<file path="src/sv/caf_pkg.sv">
// Shared types and constants for the conditional ALU.
// No dependencies.
package caf_pkg;

  typedef enum logic [3:0] {
    CMD_HALT = 4'd0, CMD_INT = 4'd1, CMD_MOV = 4'd2, CMD_ADD = 4'd3,
    CMD_SUB = 4'd4, CMD_MUL = 4'd5, CMD_DIV = 4'd6, CMD_IDIV = 4'd7,
    CMD_AND = 4'd8, CMD_OR = 4'd9, CMD_XOR = 4'd10, CMD_CMP = 4'd11,
    CMD_TEST = 4'd12, CMD_ILL13 = 4'd13, CMD_ILL14 = 4'd14, CMD_ILL15 = 4'd15
  } cmd_e;

  typedef enum logic [3:0] {
    CC_ALWAYS = 4'd0, CC_Z = 4'd1, CC_NZ = 4'd2, CC_C = 4'd3, CC_NC = 4'd4,
    CC_O = 4'd5, CC_NO = 4'd6, CC_S = 4'd7, CC_NS = 4'd8, CC_A = 4'd9,
    CC_BE = 4'd10, CC_GT = 4'd11, CC_LE = 4'd12, CC_GE = 4'd13, CC_LT = 4'd14,
    CC_NEVER = 4'd15
  } cond_e;

  localparam logic [1:0] TGT_NONE = 2'd0;
  localparam logic [1:0] TGT_DEST = 2'd1;
  localparam logic [1:0] TGT_R0   = 2'd2;

  localparam logic [1:0] ERR_NONE  = 2'd0;
  localparam logic [1:0] ERR_DIV0  = 2'd1;
  localparam logic [1:0] ERR_ILLOP = 2'd2;

  localparam logic [7:0] VEC_EXIT = 8'h80;
  localparam logic [7:0] VEC_DEC  = 8'h81;

  // flag bit positions
  localparam int FZ = 0;
  localparam int FC = 1;
  localparam int FO = 2;
  localparam int FS = 3;

  typedef enum logic [2:0] {
    ST_IDLE, ST_EXEC, ST_MUL, ST_DIV, ST_FIN, ST_OUT
  } state_e;

  // controller -> datapath
  typedef struct packed {
    logic load;      // capture input item
    logic exec;      // execute the operation or set up mul/div
    logic mul_step;  // accumulate one partial product
    logic mul_fin;   // form mul flags
    logic div_start;
    logic div_step;
    logic div_fin;
    logic out_load;  // copy result to output register
  } ctl_t;

  // datapath -> controller
  typedef struct packed {
    logic is_mul;
    logic is_div;
    logic mul_last;
    logic div_last;
  } sts_t;

  function automatic logic cond_holds(input logic [3:0] cc, input logic [3:0] f);
    logic z, c, o, s, r;
    z = f[FZ]; c = f[FC]; o = f[FO]; s = f[FS];
    unique case (cond_e'(cc))
      CC_ALWAYS: r = 1'b1;
      CC_Z:      r = z;
      CC_NZ:     r = !z;
      CC_C:      r = c;
      CC_NC:     r = !c;
      CC_O:      r = o;
      CC_NO:     r = !o;
      CC_S:      r = s;
      CC_NS:     r = !s;
      CC_A:      r = !c && !z;
      CC_BE:     r = c || z;
      CC_GT:     r = !z && (s == o);
      CC_LE:     r = z || (s != o);
      CC_GE:     r = s == o;
      CC_LT:     r = s != o;
      default:   r = 1'b0;
    endcase
    return r;
  endfunction

endpackage

</file>
<file path="src/sv/caf_ctrl.sv">
// Controller state machine for the conditional ALU.
// Depends on caf_pkg.
module caf_ctrl import caf_pkg::*; (
  input  logic clk_i,
  input  logic rst_ni,
  input  logic in_valid_i,
  output logic in_stall_o,
  output logic out_valid_o,
  input  logic out_stall_i,
  input  sts_t sts_i,
  output ctl_t ctl_o
);

  state_e state_q, state_d;
  logic   ovalid_q, ovalid_d;

  // next state
  always_comb begin
    state_d = state_q;
    unique case (state_q)
      ST_IDLE: if (in_valid_i) state_d = ST_EXEC;
      ST_EXEC: begin
        if (sts_i.is_mul) state_d = ST_MUL;
        else if (sts_i.is_div) state_d = ST_DIV;
        else state_d = ST_OUT;
      end
      ST_MUL: if (sts_i.mul_last) state_d = ST_FIN;
      ST_DIV: if (sts_i.div_last) state_d = ST_FIN;
      ST_FIN: state_d = ST_OUT;
      ST_OUT: if (!ovalid_q || !out_stall_i) state_d = ST_IDLE;
      default: state_d = ST_IDLE;
    endcase
  end

  // outputs
  always_comb begin
    ctl_o = '0;
    in_stall_o = (state_q != ST_IDLE);
    unique case (state_q)
      ST_IDLE: ctl_o.load = in_valid_i;
      ST_EXEC: begin
        ctl_o.exec = 1'b1;
        ctl_o.div_start = sts_i.is_div;
      end
      ST_MUL: ctl_o.mul_step = 1'b1;
      ST_DIV: ctl_o.div_step = 1'b1;
      ST_FIN: begin
        ctl_o.mul_fin = sts_i.is_mul;
        ctl_o.div_fin = sts_i.is_div;
      end
      ST_OUT: ctl_o.out_load = !ovalid_q || !out_stall_i;
      default: ctl_o = '0;
    endcase
  end

  // output valid flag
  always_comb begin
    ovalid_d = ovalid_q;
    if (ovalid_q && !out_stall_i) ovalid_d = 1'b0;
    if (ctl_o.out_load) ovalid_d = 1'b1;
  end

  assign out_valid_o = ovalid_q;

  always_ff @(posedge clk_i or negedge rst_ni) begin
    if (!rst_ni) begin
      state_q  <= ST_IDLE;
      ovalid_q <= 1'b0;
    end else begin
      state_q  <= state_d;
      ovalid_q <= ovalid_d;
    end
  end

endmodule

</file>
<file path="config.mk">
export PLATFORM = sky130hd
export DESIGN_NAME = caf_ctrl
export DESIGN_NICKNAME = d
export VERILOG_FILES = /design/src/sv/caf_pkg.sv /design/src/sv/caf_ctrl.sv
export SDC_FILE = /design/constraint.sdc
export NUM_CORES = 1
export LEC_CHECK = 0
export ABC_AREA = 1
export BUFFER_PORTS_ARGS = -buffer_cell sky130_fd_sc_hd__buf_2
export CAP_MARGIN = 20
export CORE_AREA = 8 8 45 47
export DETAILED_ROUTE_END_ITERATION = 7
export DIE_AREA = 0 0 53 55
export GPL_TIMING_DRIVEN = 0
export SLEW_MARGIN = 30
export SYNTH_ARGS = -nofsm -noshare
export SYNTH_HDL_FRONTEND = slang
export SYNTH_SLANG_ARGS = --single-unit
</file>
<file path="constraint.sdc">
create_clock -name clk_i -period 2.2 [get_ports clk_i]
set_input_delay 0.55 -clock clk_i [delete_from_list [all_inputs] [get_ports clk_i]]
set_output_delay 0.55 -clock clk_i [all_outputs]
set_load 0.05 [all_outputs]
</file>
==> summary.md, run 1 <==
| Metric | Value |
|---|---|
| Max Slew Vio Count | `0` |
| Pin count of the biggest net entering global routing | `10` |
| Skew final | `0.00375 ns` |
| R2r endpoint | `state_q[0]` |
| Crit Path Class | `flip-flop to primary output` |
| Part of the power in registers | `0.184` |
| Clock net sink count | `4` |
| Static Leak | `0.311 nW` |
| Register-to-Register Path Depth | `6` |
| Hold_buf cts | `0` |
| Run status | `complete, no violations` |
| TritonCTS clock tree | `done` |
| Fin. Hold Viols | `0` |
| Fillers | `161` |
| Worst-skew pair later-pin latency | `~0.23 ns` |
| Syn. warnings | `0` |
| Slowest cell on the critical path | `dfrtp_1` |
| Crit path from | `state_q[0]` |
| PortBufs | `17` |
| DRT antenna net count | `0` |
| Multi-input logic area | `between 150 and 200 um^2` |
| Switching Share | `0.607` |
| Seq/Total Area, Yosys | `0.300` |
| DR vias | `384` |
| Initial DRC Count | `4` |
| Crit-path cells | `nor2_2 > nand2_1 > nor2_1 > buf_2` |
| Vias per cell | `between 4 and 5` |
| Power share of the combinational group | `0.703` |
| R2r setup slk | `1.03 ns` |
| DP HPWL | `~690 um` |
| Chip Width | `53 um` |
| Max incr delay on CP | `0.44 ns` |
| GR Util All Layers | `0.0646` |
| Max-cap violation count | `0` |
| Fmax | `0.527 GHz` |
| Final count of negative-setup-slack endpoints | `0` |
| Layout area overhead | `40.4%` |
| CTS Buf Count | `3` |
| Pre-CTS WS | `about 0.44 ns` |
| Placeable Area | `1380 um^2` |
| First-pass GRT wire length | `1330 um` |
| # Post-CTS Setup Buffers | `0` |
| NetSw | `0.474 mW` |
| Gate Count Post-Synth | `57` |
| Final instance count without filler cells | `93` |
| Total power per unit cell area | `1660 nW/um^2` |
| Setup ws final | `0.304 ns` |
| Flops & latches, synth | `4` |
| Gpl congestion | `roughly 0.8` |
| Final WL | `820 um` |
| CTS-repair resized insts | `0` |
| Crit Path Max Fanout | `6` |
| Critical path's top delay family | `flip-flops` |
| DRT Pass-1 Iters | `4` |
| Residual DRC | `0` |
| CP bufs+invs | `1` |
| Rel. slew slack | `0.832` |
| Pint | `around 0.31 mW` |
| Worst flop-to-flop path startpoint | `state_q[0]` |
| Die height | `55 um` |
| Yosys cell types | `12` |
| # IOs | `18` |
| H-tree levels | `1` |
| Final critical-path share of the clock period | `0.862` |
| Initial Utilization | `0.241` |
| Placed cells | `90` |
| Die ar. | `2920 um^2` |
| Crit start category | `flip-flop` |
| Layout net count | `87` |
| Most frequent cells in the layout | `17 x buf_2, 15 x nand2_1, 11 x inv_1` |
| CP Capture Type | `primary output` |
| Drt wl/cell | `8.82 um` |
| Initial antenna violation count | `0` |
| Avg Cell Area, Syn | `between 5 and 6 um^2` |
| RSZ-0062 raised after global routing | `false` |
| Clock slew seen by the registers of the worst setup and hold paths | `0.04 ns` |
| Vias in the first global route | `338` |
| Commonest non-fill, non-tap cell in the layout | `buf_2` |
| Setup TNS | `0 ns` |
| Worst Max-Slew Pin Slew | `around 0.25 ns` |
| VDD IR max | `529 uV` |
| Clock Tree Buf Depth | `2` |
| Sequential Area | `100 um^2` |
| Ratio of cells with drive above 1 in the final layout | `0.403` |
| Grt ovf | `0` |
| N_diodes | `0` |
| Clock network power share | `0.114` |
| Net Count, Synth | `65` |
| Core Rows | `14` |
| CTS root buf | `clkbuf_4` |
| Post-Syn Area | `334 um^2` |
| Final Critical Period | `about 1.9 ns` |
| WP data required | `about 1.7 ns` |
| CP arrival | `1.35 ns` |
| Worst min path class | `primary input to async pin` |
[how the worst max path moves through the flow]
stage | endpoint | depth (start not counted)
floorplan | ctl_o[7] | 3
detailed placement | ctl_o[0] | 6
global route | ctl_o[4] | 4
global placement | ctl_o[0] | 6
finish | ctl_o[4] | 4
CTS | ctl_o[4] | 4
[layer usage]
metal  share of wire  GRT usage  vias to the layer above
met5               0          0                        -
met4          0.0085     0.0517                        0
met3           0.080     0.0428                        2
met2            0.41     0.0801                       12
met1            0.50     0.0749                      160
li1                -          -                      210
[power by group through the flow]
stage                     clock network [mW]  logic, mW  registers [mW]
final                                 0.0888      0.549           0.143
after global routing                   0.105      0.591           0.146
after CTS                             0.0936      0.554           0.144
after detailed placement                   0      0.553           0.144
after global placement                     0      0.549           0.145
after floorplan                            0      0.419           0.165
[cell families (layout without fill, tap and decap cells)]
group / Yosys count / count (layout) / synth area share
simple gates: 34 / 34 / 0.449
buf+inv: 15 / 35 / 0.191
compound gates: 4 / 4 / 0.0599
flops: 4 / 4 / 0.300
[cells in the mapped netlist, drive strengths merged]
cell | count | area share
nand2 | 16 | 0.19
inv | 13 | 0.15
nor2 | 10 | 0.14
nand3 | 7 | 0.10
dfrtp | 4 | 0.30
o21ai | 3 | 0.045
buf | 2 | 0.045
a21oi | 1 | 0.015
nor3 | 1 | 0.015
[metrics by stage]
stage / util / power [mW] / cell area [um^2] / hold slack (ns)
after floorplan: - / 0.584 / 342 / 0.254
after global placement: 0.323 / 0.694 / 447 / 0.356
after detailed placement: 0.323 / 0.697 / 447 / 0.355
after CTS: 0.339 / 0.791 / 469 / 0.105
after global routing: 0.339 / 0.842 / 469 / 0.0965
final: 0.339 / 0.781 / 469 / 0.112
[flip-flops by register name (all words and copies together), names as in the netlist]
name and cells:
out_valid_o 1, state_q 3
[area by class of cell]
| class | count | area share |
|---|---|---|
| buffer | 2 | 0.0320 |
| clock buffer | 3 | 0.0480 |
| inverter | 13 | 0.104 |
| multi-input combinational | 38 | 0.379 |
| sequential | 4 | 0.213 |
| tap | 16 | 0.0427 |
| timing repair buffer | 17 | 0.181 |
Power figures use the tool's default switching activity.
==> run 2: changes to the inputs <==
- PLACE_DENSITY: unset -> 0.5
- SKIP_CTS_REPAIR_TIMING: unset -> 1
==> summary.md, run 2 (synthesis gave the netlist of run 1 again) <==
| Metric | Value |
|---|---|
| Run status | `complete, no violations (unchanged)` |
| RSZ-0062 raised after global routing | `false (unchanged)` |
| Initial DRC Count | `7 (was 4)` |
| DR vias | `374 (was 384)` |
| Crit-path cells | `nor2_2 > nand2_1 > nor2_1 > buf_2 (unchanged)` |
| N_diodes | `0 (unchanged)` |
| Worst flop-to-flop path startpoint | `state_q[0] (unchanged)` |
| Worst min path class | `primary input to async pin (unchanged)` |
| Clock slew seen by the registers of the worst setup and hold paths | `0.04 ns (about the same)` |
| PortBufs | `17 (unchanged)` |
| Skew final | `0.000115 ns (was 0.00375 ns)` |
| Crit start category | `flip-flop (unchanged)` |
| Layout area overhead | `40.4% (unchanged)` |
| Vias in the first global route | `364 (was 338)` |
| Critical path's top delay family | `flip-flops (unchanged)` |
| Gpl congestion | `0.744 (was 0.784)` |
| Most frequent cells in the layout | `17 x buf_2, 15 x nand2_1, 11 x inv_1 (unchanged)` |
| H-tree levels | `1 (unchanged)` |
| Chip Width | `53 um (unchanged)` |
| Final critical-path share of the clock period | `0.860 (was 0.862)` |
| Placeable Area | `1380 um^2 (unchanged)` |
| Rel. slew slack | `0.832 (about the same)` |
| Slowest cell on the critical path | `dfrtp_1 (unchanged)` |
| Final hold slack | `0.115 ns (was 0.112 ns)` |
| Initial Utilization | `0.241 (unchanged)` |
| GR Util All Layers | `0.0662 (was 0.0646)` |
| Crit Path Class | `flip-flop to primary output (unchanged)` |
| WP data required | `1.65 ns (about the same)` |
| Ratio of cells with drive above 1 in the final layout | `0.403 (unchanged)` |
| Max-cap violation count | `0 (unchanged)` |
| First-pass GRT wire length | `1470 um (was 1330 um)` |
| Initial antenna violation count | `0 (unchanged)` |
| Residual DRC | `0 (unchanged)` |
| Die ar. | `2920 um^2 (unchanged)` |
| Max Slew Vio Count | `0 (unchanged)` |
| Core Rows | `14 (unchanged)` |
| VDD IR max | `530 uV (was 529 uV)` |
| Fin. Hold Viols | `0 (unchanged)` |
| Vias per cell | `4.02 (was 4.13)` |
| Final WL | `824 um (was 820 um)` |
| Die height | `55 um (unchanged)` |
| Total power per unit cell area | `1660 nW/um^2 (about the same)` |
| Crit path from | `state_q[0] (unchanged)` |
| DRT antenna net count | `0 (unchanged)` |
| CP arrival | `1.34 ns (was 1.35 ns)` |
| Fmax | `0.528 GHz (was 0.527 GHz)` |
| Clock net sink count | `4 (unchanged)` |
| Final Critical Period | `1.89 ns (was 1.90 ns)` |
| Grt ovf | `0 (unchanged)` |
| Setup TNS | `0 ns (unchanged)` |
| Pin count of the biggest net entering global routing | `10 (unchanged)` |
| Max incr delay on CP | `0.44 ns (about the same)` |
| DRT Pass-1 Iters | `3 (was 4)` |
| Max reg flops | `3 (unchanged)` |
| Worst Max-Slew Pin Slew | `0.254 ns (about the same)` |
| CTS root buf | `clkbuf_4 (unchanged)` |
| # IOs | `18 (unchanged)` |
| Static Leak | `0.311 nW (unchanged)` |
| Largest reg by FF count | `state_q (unchanged)` |
| CP Capture Type | `primary output (unchanged)` |
| Fillers | `164 (was 161)` |
| CTS Buf Count | `3 (unchanged)` |
| CP bufs+invs | `1 (unchanged)` |
| Clock Tree Buf Depth | `2 (unchanged)` |
| Worst-skew pair later-pin latency | `0.23 ns (about the same)` |
| DP HPWL | `710 um (was 690 um)` |
| Final count of negative-setup-slack endpoints | `0 (unchanged)` |
| TritonCTS clock tree | `done (unchanged)` |
| Layout net count | `87 (unchanged)` |
| Commonest non-fill, non-tap cell in the layout | `buf_2 (unchanged)` |
| Drt wl/cell | `8.86 um (was 8.82 um)` |
| Crit Path Max Fanout | `6 (unchanged)` |
[run 2: cell counts in the layout (fill, tap and decap cells not counted)]
Identical to the previous run, type by type.
[run 2: layout make-up]
cell class | count | area, um^2 | share of cell area
plain buffers | 2 | 15.0 | 0.0320
clock buffers | 3 | 22.5 | 0.0480
inverters | 13 | 48.8 | 0.104
multi-input cells | 38 | 178 | 0.379
flip-flops and latches | 4 | 100 | 0.213
well taps | 16 | 20.0 | 0.0427
repair buffers | 17 | 85.1 | 0.181
[run 2: final timing paths]
kind | to | slack [ns] | depth (start not counted)
min reg2reg | out_valid_o | 0.49 | 2
min | out_valid_o | 0.12 | 1
max | ctl_o[1] | 0.31 | 4
max in group asynchronous | state_q[0] | 1.97 | 1
min in group clk_i | out_valid_o | 0.49 | 2
max reg2reg | state_q[0] | 1.03 | 6
[run 2: report_power, final]
group          internal [mW]  switching (mW)
registers              0.107          0.0355
clock network         0.0608          0.0267
logic                  0.139           0.408
[run 2: worst register-to-register path, delay by kind of cell (launching register included)]
kind,cells,cell delay [ns]
flip-flops,1,0.44
AND/OR/NAND/NOR,5,0.57
buffers and inverters,1,0.04
[run 2: stage by stage]
stage | worst slack [ns] | cell area (um^2) | utilization | std cells | power (mW)
after global placement | 0.438 | 447 | 0.323 | 90 | 0.698
after CTS | 0.311 | 469 | 0.339 | 93 | 0.790
after global routing | 0.164 | 469 | 0.339 | 93 | 0.853
after detailed placement | 0.438 | 447 | 0.323 | 90 | 0.696
final | 0.308 | 469 | 0.339 | 93 | 0.778
after floorplan | 0.180 | 342 | - | 57 | 0.584
[run 2: layer usage]
metal | track usage | share of wire | up-vias
li1 | - | - | 208
met4 | 0.0388 | 0 | 0
met1 | 0.0793 | 0.50 | 157
met2 | 0.0977 | 0.46 | 9
met5 | 0 | 0 | -
met3 | 0.0267 | 0.040 | 0
==> run 3: changes to the inputs <==
- BUFFER_PORTS_ARGS: -buffer_cell sky130_fd_sc_hd__buf_2 -> unset
- DONT_BUFFER_PORTS: unset -> 1
- PLACE_DENSITY: 0.5 -> 0.38
==> summary.md, run 3 (synthesis gave the netlist of run 1 again) <==
| Metric | Value |
|---|---|
| Run status | `finished, violations left (was complete, no violations)` |
| Failing checks | `negative setup slack` |
| Final instance count without filler cells | `77 (was 93)` |
| Max-cap violation count | `0 (unchanged)` |
| Crit-path cells | `nor2_2 > nand2_1 > nor2_1 (was nor2_2 > nand2_1 > nor2_1 > buf_2)` |
| Worst-skew pair later-pin latency | `0.23 ns (about the same)` |
| RSZ-0062 raised after global routing | `true (was false)` |
| CP arrival | `1.69 ns (was 1.34 ns)` |
| CP Capture Type | `primary output (unchanged)` |
| TritonCTS clock tree | `done (unchanged)` |
| Vias in the first global route | `334 (was 364)` |
| Layout area overhead | `20.2% (was 40.4%)` |
| Layout net count | `71 (was 87)` |
| Final critical-path share of the clock period | `1.02 (was 0.860)` |
| Residual DRC | `0 (unchanged)` |
| Max reg flops | `3 (unchanged)` |
| Most frequent cells in the layout | `14 x nand2_1, 11 x inv_1, 7 x nand3_1 (was 17 x buf_2, 15 x nand2_1, 11 x inv_1)` |
| Placed cells | `73 (was 90)` |
| DR vias | `337 (was 374)` |
| VDD IR max | `654 uV (was 530 uV)` |
| Commonest non-fill, non-tap cell in the layout | `nand2_1 (was buf_2)` |
| Placeable Area | `1380 um^2 (unchanged)` |
| Rel. slew slack | `0.412 (was 0.832)` |
| Worst min path class | `primary input to async pin (unchanged)` |
| Crit Path Max Fanout | `6 (unchanged)` |
| H-tree levels | `1 (unchanged)` |
| GR Util All Layers | `0.0618 (was 0.0662)` |
| Final Critical Period | `2.24 ns (was 1.89 ns)` |
| Clock net sink count | `4 (unchanged)` |
| Core Rows | `14 (unchanged)` |
| DP HPWL | `701 um (was 710 um)` |
| Register-to-Register Path Depth | `5 (was 6)` |
| DRT antenna net count | `0 (unchanged)` |
| N_diodes | `0 (unchanged)` |
| Max Slew Vio Count | `0 (unchanged)` |
| Clock slew seen by the registers of the worst setup and hold paths | `0.04 ns (about the same)` |
| Grt ovf | `0 (unchanged)` |
| Skew final | `0.000348 ns (was 0.000115 ns)` |
| Initial Utilization | `0.241 (unchanged)` |
| Worst Max-Slew Pin Slew | `0.879 ns (was 0.254 ns)` |
| Ratio of cells with drive above 1 in the final layout | `0.246 (was 0.403)` |
| Fmax | `0.446 GHz (was 0.528 GHz)` |
| Die height | `55 um (unchanged)` |
| Worst flop-to-flop path startpoint | `state_q[1] (was state_q[0])` |
| Clock Tree Buf Depth | `2 (unchanged)` |
| Largest reg by FF count | `state_q (unchanged)` |
| Pwr Total | `0.739 mW (was 0.778 mW)` |
| Gpl congestion | `0.685 (was 0.744)` |
| R2r setup slk | `0.61 ns (was 1.03 ns)` |
| # IOs | `18 (unchanged)` |
| R2r endpoint | `state_q[1] (was state_q[0])` |
| CTS Buf Count | `3 (unchanged)` |
| Chip Width | `53 um (unchanged)` |
| Static Leak | `0.238 nW (was 0.311 nW)` |
| PortBufs | `0 (was 17)` |
| Vias per cell | `4.38 (was 4.02)` |
| Initial antenna violation count | `0 (unchanged)` |
| Crit start category | `flip-flop (unchanged)` |
| Fillers | `162 (was 164)` |
| Pin count of the biggest net entering global routing | `10 (unchanged)` |
| Fin. Hold Viols | `0 (unchanged)` |
| Total power per unit cell area | `1840 nW/um^2 (was 1660 nW/um^2)` |
| Pre-CTS WS | `0.0577 ns (was 0.438 ns)` |
| DRT Pass-1 Iters | `4 (was 3)` |
| First-pass GRT wire length | `1340 um (was 1470 um)` |
| Max incr delay on CP | `0.68 ns (was 0.44 ns)` |
| Initial DRC Count | `7 (unchanged)` |
| CTS root buf | `clkbuf_4 (unchanged)` |
| Setup TNS | `-0.0792 ns (was 0 ns)` |
| Drt wl/cell | `11.2 um (was 8.86 um)` |
| Crit path from | `state_q[0] (unchanged)` |
| Slowest cell on the critical path | `nor2_1 (was dfrtp_1)` |
| WP data required | `1.65 ns (about the same)` |
| Final WL | `863 um (was 824 um)` |
| Setup ws final | `-0.0401 ns (was 0.308 ns)` |
| Crit Path Class | `flip-flop to primary output (unchanged)` |
| Die ar. | `2920 um^2 (unchanged)` |
| Final count of negative-setup-slack endpoints | `2 (was 0)` |
-- run 3: changes by cell type in the layout (fill, tap and decap cells not counted) --
cell           previous run  this run
buf_2                    17         0
dlygate4sd3_1             0         1
nand2_1                  15        14
nand2_2                   1         2
nor2_2                    5         4
nor2_4                    0         1
-- run 3: cell type report --
class / instances / area (um^2) / area share
Clock buffer: 3 / 22.5 / 0.0561
Multi-Input combinational cell: 38 / 185 / 0.461
Timing Repair Buffer: 1 / 10.0 / 0.0249
Buffer: 2 / 15.0 / 0.0374
Tap cell: 16 / 20.0 / 0.0498
Inverter: 13 / 48.8 / 0.121
Sequential cell: 4 / 100 / 0.249
-- run 3: how the worst max path moves through the flow --
stage	end
final	ctl_o[1]
after global routing	ctl_o[4]
after CTS	ctl_o[7]
after detailed placement	ctl_o[7]
after global placement	ctl_o[7]
after floorplan	ctl_o[7]
-- run 3: report_power, final --
group,switching [mW],internal (mW),total [mW]
clock,0.0270,0.0608,0.0878
sequential,0.0697,0.107,0.176
combinational,0.373,0.102,0.474
total,0.470,0.269,0.739
-- run 3: layer usage --
metal,vias up,track usage,share of wire
met2,10,0.102,0.46
met3,0,0.0241,0.079
met5,-,0,0
met1,149,0.0654,0.46
li1,178,-,-
met4,0,0.0388,0
-- run 3: critical path: cells and delay by family, from the launching register on --
family	cells	cell delay, ns
DFF	1	0.44
and+or+nand+nor	3	1.02
-- run 3: through the flow --
step,instance area (um^2),util,hold WS (ns)
final,402,0.290,0.0166
after global routing,402,0.290,0.00649
after CTS,384,0.278,0.00334
after detailed placement,362,0.261,0.255
after global placement,362,0.261,0.255
after floorplan,342,-,0.254
